## config.mk

```make
export PLATFORM = sky130hd
export DESIGN_NAME = ttop_front
export DESIGN_NICKNAME = d
export VERILOG_FILES = /design/src/hw/rtl/ttop_pkg.sv /design/src/hw/rtl/ttop_front.sv
export SDC_FILE = /design/constraint.sdc
export NUM_CORES = 1
export LEC_CHECK = 0
export ABC_CLOCK_PERIOD_IN_PS = 6110
export BUFFER_PORTS_ARGS = -buffer_cell sky130_fd_sc_hd__clkbuf_2
export CAP_MARGIN = 5
export CORE_ASPECT_RATIO = 2
export CORE_MARGIN = 8
export CORE_UTILIZATION = 55
export CTS_BUF_LIST = sky130_fd_sc_hd__clkbuf_4
export DETAILED_ROUTE_END_ITERATION = 16
export PLACE_DENSITY = 0.82
export SLEW_MARGIN = 20
export SYNTH_ARGS = -nofsm -noshare
export SYNTH_HDL_FRONTEND = slang
export SYNTH_SLANG_ARGS = --single-unit
```

## constraint.sdc

```tcl
create_clock -name clk -period 6.11 [get_ports clk]
set_input_delay 0.3055 -clock clk [delete_from_list [all_inputs] [get_ports clk]]
set_output_delay 0.3055 -clock clk [all_outputs]
set_load 0.005 [all_outputs]
```

## src/hw/rtl/ttop_pkg.sv

```systemverilog
// Package for the timer table: shared types, op and status codes, result struct.
// Used by every module in hw/rtl; depends on nothing.
package ttop_pkg;

	localparam int SLOTS_DEF     = 16;
	localparam int MAX_FIRES_DEF = 63;
	localparam int QUEUE_DEPTH   = 2;

	typedef enum logic [1:0] {
		OP_CREATE  = 2'd0,
		OP_CANCEL  = 2'd1,
		OP_ADVANCE = 2'd2,
		OP_NONE    = 2'd3
	} op_t;

	typedef enum logic [1:0] {
		ST_OK      = 2'd0,
		ST_FULL    = 2'd1,
		ST_MISSING = 2'd2,
		ST_CAPPED  = 2'd3
	} status_t;

	localparam logic KIND_DONE = 1'b0;
	localparam logic KIND_FIRE = 1'b1;

	// classified request handed from front to back
	typedef struct packed {
		op_t         op;
		logic [31:0] interval;
		logic        repeat_req;
		logic [7:0]  owner_tag;
		logic [31:0] target_id;
		logic [31:0] delta;
	} req_t;

	typedef struct packed {
		logic        kind;
		status_t     status;
		logic [31:0] new_id;
		logic [31:0] fired_id;
		logic [7:0]  fired_owner;
		logic [63:0] now_time;
		logic        last;
	} res_t;

	typedef enum logic [2:0] {
		B_IDLE,
		B_SCAN,
		B_CHECK,
		B_EMIT,
		B_DONE
	} bstate_t;

endpackage

```

## src/hw/rtl/ttop_front.sv

```systemverilog
// Front part: accepts input requests, decodes the op and queues them.
// Depends on ttop_pkg.
module ttop_front (
	input  logic                 clk,
	input  logic                 arst_n,
	input  logic                 in_valid,
	output logic                 in_ready,
	input  ttop_pkg::req_t       in_req,
	output logic                 q_valid,
	input  logic                 q_ready,
	output ttop_pkg::req_t       q_req
);
	import ttop_pkg::*;

	localparam int PW = $clog2(QUEUE_DEPTH);

	req_t          mem_q [QUEUE_DEPTH];
	logic [PW-1:0] wp_q, rp_q;
	logic [PW:0]   cnt_q;
	logic          push, pop;
	req_t          cls;

	// unknown op codes keep op, repeat flag and owner tag; interval, target id and delta are cleared
	always_comb begin
		cls = in_req;
		if (in_req.op == OP_NONE) begin
			cls.interval = '0;
			cls.target_id = '0;
			cls.delta = '0;
		end
	end

	assign in_ready = (cnt_q != (PW+1)'(QUEUE_DEPTH));
	assign q_valid  = (cnt_q != '0);
	assign q_req    = mem_q[rp_q];
	assign push     = in_valid && in_ready;
	assign pop      = q_valid && q_ready;

	always_ff @(posedge clk) begin
		if (push) mem_q[wp_q] <= cls;
	end

	always_ff @(posedge clk or negedge arst_n) begin
		if (!arst_n) begin
			wp_q  <= '0;
			rp_q  <= '0;
			cnt_q <= '0;
		end else begin
			if (push) wp_q <= wp_q + 1'b1;
			if (pop)  rp_q <= rp_q + 1'b1;
			cnt_q <= cnt_q + (PW+1)'(push) - (PW+1)'(pop);
		end
	end
endmodule

```

---- After elaboration in Yosys (flattened, before gate mapping) ----
Memory sizes are Yosys's and may differ from the RTL's.
Index checks and enable logic that the tools add are counted.
storage, ports and cells
  register bits ........................... 4
  output and inout port bits .............. 109
  bits in writable memories ............... 214
  input bits .............................. 111
  logic and storage cells ................. 17
  memories kept ........................... 1
memories
  name   depth  bits a word  read ports  clocked after memory_dff  write ports  line              RTL
  mem_q  2      107          1           0                         1            ttop_front.sv:17  req_t mem_q [QUEUE_DEPTH];
cells by class
  multiplexer cells ....................... 4
  reduce and logical (&&, ||, !) cells .... 3
  eq/ne operators ......................... 2
  add/subtract/negate cells ............... 4
operator list
  kind                   number
  $mux W64               1
  $mux W32               1
  $add A1 B1 Y1 const B  2
  $add A2 B1 Y2          1
  $eq A2 B2 Y1 const B   1
  $logic_and A1 B1 Y1    2
  $mux W1                2
  $ne A2 B2 Y1 const B   1
  $reduce_bool A2 Y1     1
  $sub A2 B1 Y2          1

---- Longest topological paths before layout ----
  word-level depth ........................ 4
  gate-level depth with buffers ........... 5
  mapped depth without buffers ............ 5

---- Worst setup path after synthesis ----
OpenSTA, ideal clock, no wires.
  kind .................................... reg-to-reg
  start point ............................. reg cnt_q[0]
  end point ............................... mem mem_q[0][0] in the netlist's numbering, enable pin
  library setup time ...................... 574 ps
  required time ........................... 5,536 ps
  period minus slack after synthesis ...... 5,685 ps
  cell stages (with the launch flop) ...... 4
  arrival time ............................ 5,112 ps
  slack ................................... 425 ps
  buffers on the path ..................... 0
  cell sequence ........................... dfrtp_1 -> nand2b_1 -> nand2_1 -> nor2_1
between the ends
  cells in the longest elaborated chain, start to end .. 4
ends and longest elaborated chain
  item                           line              RTL
  start: declaration             ttop_front.sv:19  logic [PW:0] cnt_q;
  start signal: assignment       ttop_front.sv:51  cnt_q <= cnt_q + (PW+1)'(push) - (PW+1)'(pop);
  $ne A2 B2 Y1                   ttop_front.sv:33  assign in_ready = (cnt_q != (PW+1)'(QUEUE_DEPTH));
  net in_ready                   ttop_front.sv:7   output logic in_ready,
  $logic_and A1 B1 Y1            ttop_front.sv:36  assign push = in_valid && in_ready;
  $mux W1                        ttop_front.sv:40  if (push) mem_q[wp_q] <= cls;
  $mux W1 (not written as such)  ttop_front.sv:40
  end: declaration               ttop_front.sv:17
The timed path passes the listed nets, and every way through them passes these cells.

==> flow_summary.json <==
{
  "status": "completed",
  "synth.distinct_cells": 21,
  "synth-edff-count": 214,
  "routed_via_density": 5.09,
  "row_count": 65,
  "cp.arrival_ns": 2.85,
  "seqPwrFrac_pct": 48.4,
  "max-cap-violations": 0,
  "antenna_found_initial": 1,
  "dp_slack_ns": 3.51,
  "period_share_pct": 51.6,
  "criticalPathCategory": "flip-flop to output port",
  "holdPathEnd": "mem_q[0][101]",
  "worstPathRequired_ns": 5.80,
  "critPathMaxFanout": 61,
  "yosysTopAreaCellShare_pct": 74.3,
  "r2r_end": "mem_q[1][79]",
  "die_w_um": 105,
  "pwr-share-comb_pct": 29.2,
  "final_core_util_pct": 70.6,
  "slew_viol_final": 0,
  "power.share.clock_pct": 22.4,
  "synthArstFlopShare_pct": 1.83,
  "dieArea_sq_um": 20200,
  "routed_wl_um": 18300,
  "vdd_ir_drop_max_mv": 0.275,
  "die_h_um": 193,
  "min-delay-start": "in_req[101]",
  "synth_flop_cell": "edfxtp_1",
  "grt_pass1_vias": 5663,
  "drive_above_1_share_pct": 51.1,
  "syn_nets": 574,
  "hold_depth": 2,
  "ant_nets": 0,
  "drc": 0,
  "synth_area_sq_um": 8650,
  "wl_per_cell_um": 18.4,
  "leakage_nw": 4.36,
  "p_switching_mw": 1.30,
  "clock_sinks": 218,
  "finalCriticalPeriod_ns": 3.15,
  "yosysTopAreaCell": "edfxtp_1",
  "timing.slew.headroom_pct": 41.5,
  "whs_ns": 0.0475,
  "grt_max_degree": 62,
  "clkTransAtPathRegs_ns": 0.07,
  "cts_made_buffers": 44,
  "drtIter0Drc": 158,
  "reg2reg_depth": 3,
  "placed_cell_area_sq_um": 9930,
  "syn_inst": 462,
  "p_sw_share_pct": 28.4,
  "gr-usage-all-layers_pct": 17.9,
  "core_region_area_sq_um": 15600,
  "htree_levels": 2,
  "ys_ff_latch": 218,
  "cts_tree": "built",
  "max_freq_mhz": 317,
  "start_util_pct": 55.4,
  "cts_root_buf": "clkbuf_4",
  "synth_top_cells_by_count": "edfxtp_1 (214), and2_1 (96), mux2_2 (87)",
  "start_kind": "flip-flop",
  "syn_area_per_cell_sq_um": 18.7,
  "grt.overflow.total": 0,
  "rsz0062_at_grt": "false",
  "end_kind": "output port",
  "dpl.hpwl_um": 11100,
  "ys_seq_area_share_pct": 75.4,
  "setup_viol": 0,
  "finalInstanceArea_sq_um": 11000,
  "dr.pass1.iters": 5,
  "clock_skew_ns": 0.0340,
  "hold_viol_final": 0,
  "fin_nets": 876,
  "regToRegStartpoint": "cnt_q[0]",
  "reg2reg_slack_ns": 3.63,
  "intPower_mw": 3.28,
  "cts_buffer_depth": 3,
  "gp_congestion": 0.709,
  "tightest_slew_ns": 0.878,
  "ios": 220,
  "post-cts-setup-buffers": 0,
  "powerDensity_nw_per_um2": 415,
  "synth_most_common_cell": "edfxtp_1",
  "grt_pass1_wl_um": 29100,
  "syn2layout_area_growth_pct": 27.4,
  "route.vias.total": 5064,
  "tns_ns": 0,
  "hold_class": "primary input to flip-flop",
  "setup_slack_ns": 2.96,
  "yosysWarnings": 0,
  "synthTopCellsByArea": "edfxtp_1 (74%), mux2_2 (11%), and2_1 (6.9%)",
  "clk_latency_ns": 0.58,
  "numPortBuffers": 219
}
[cell usage in the layout (no fill, tap or decap), drive strengths merged]
cell type / instances
dlygate4sd3: 54
nor2b: 1
mux2: 107
clkbuf: 283
a32oi: 1
nand2b: 1
edfxtp: 214
and3: 1
nand3: 1
a211oi: 1
nand2: 3
a21bo: 1
nor2: 3
diode: 1
ha: 1
dfrtp: 4
clkinv: 10
xnor2: 3
or2: 1
bufinv: 1
o21ai: 1
and2: 96
buf: 5
[per-layer routing]
| metal | up-vias | GRT usage (%) | routed length, um |
|---|---|---|---|
| met3 | 41 | 6.39 | 1690 |
| li1 | 2361 | - | - |
| met1 | 2421 | 20.9 | 7160 |
| met5 | - | 0 | 0 |
| met4 | 0 | 7.29 | 471 |
| met2 | 241 | 29.2 | 8960 |
[power by group through the flow]
stage	Combinational [mW]	Clock [mW]	Sequential [mW]
floorplan	0.857	0	2.19
global placement	1.30	0	2.22
detailed placement	1.32	0	2.25
CTS	1.35	1.05	2.22
global route	1.45	1.12	2.25
finish	1.33	1.03	2.21
[worst max-delay path by stage]
| stage | slack (ns) | startpoint | end |
|---|---|---|---|
| CTS | 2.85 | rp_q | q_req[90] |
| global route | 2.79 | rp_q | q_req[61] |
| finish | 2.96 | rp_q | q_req[61] |
| global placement | 3.52 | rp_q | q_req[96] |
| detailed placement | 3.51 | rp_q | q_req[90] |
| floorplan | 0.42 | cnt_q[0] | mem_q[0][0] |
[layout make-up]
| type | count | area (sq um) |
|---|---|---|
| clock buffers | 64 | 480 |
| diodes | 1 | 2.50 |
| multi-input cells | 222 | 2020 |
| flip-flops and latches | 218 | 6530 |
| fillers | 1056 | 4590 |
| repair buffers | 278 | 1670 |
| clock inverters | 11 | 71.3 |
| well taps | 201 | 251 |
[repair_timing]
| action | 4_1_cts | 5_1_grt |
|---|---|---|
| setup endpoints to repair | 0 | 0 |
| gates resized for setup | 0 | 0 |
| hold buffers | 54 | 0 |
| endpoints found under the hold margin | 106 | 0 |
[critical path: stages, from the launching register on]
cell	delay, ns
dfrtp_4	0.88
buf_4	0.80
mux2_2	0.44
clkbuf_2	0.12
[through the flow]
stage	total power, mW	cells
detailed placement	3.56	865
global placement	3.53	865
CTS	4.62	994
finish	4.57	995
global route	4.81	995
floorplan	3.05	462
[state kept, by name (all words and copies together) (netlist names)]
name   cells
cnt_q      2
wp_q       1
mem_q    214
rp_q       1
[cell families (layout without fill, tap and decap cells)]
logic type / Yosys count / in the layout / synth area share (%)
adders and majority gates: 1 / 1 / 0.145
muxes: 107 / 107 / 14.8
buffers and inverters: 22 / 353 / 1.43
xor gates and xnor gates: 3 / 3 / 0.304
AOI/OAI and AO/OA: 4 / 4 / 0.361
DFF: 218 / 218 / 75.4
and+or+nand+nor: 107 / 107 / 7.55
other: 0 / 1 / 0
Note: power is estimated with default switching activity, not from simulation.
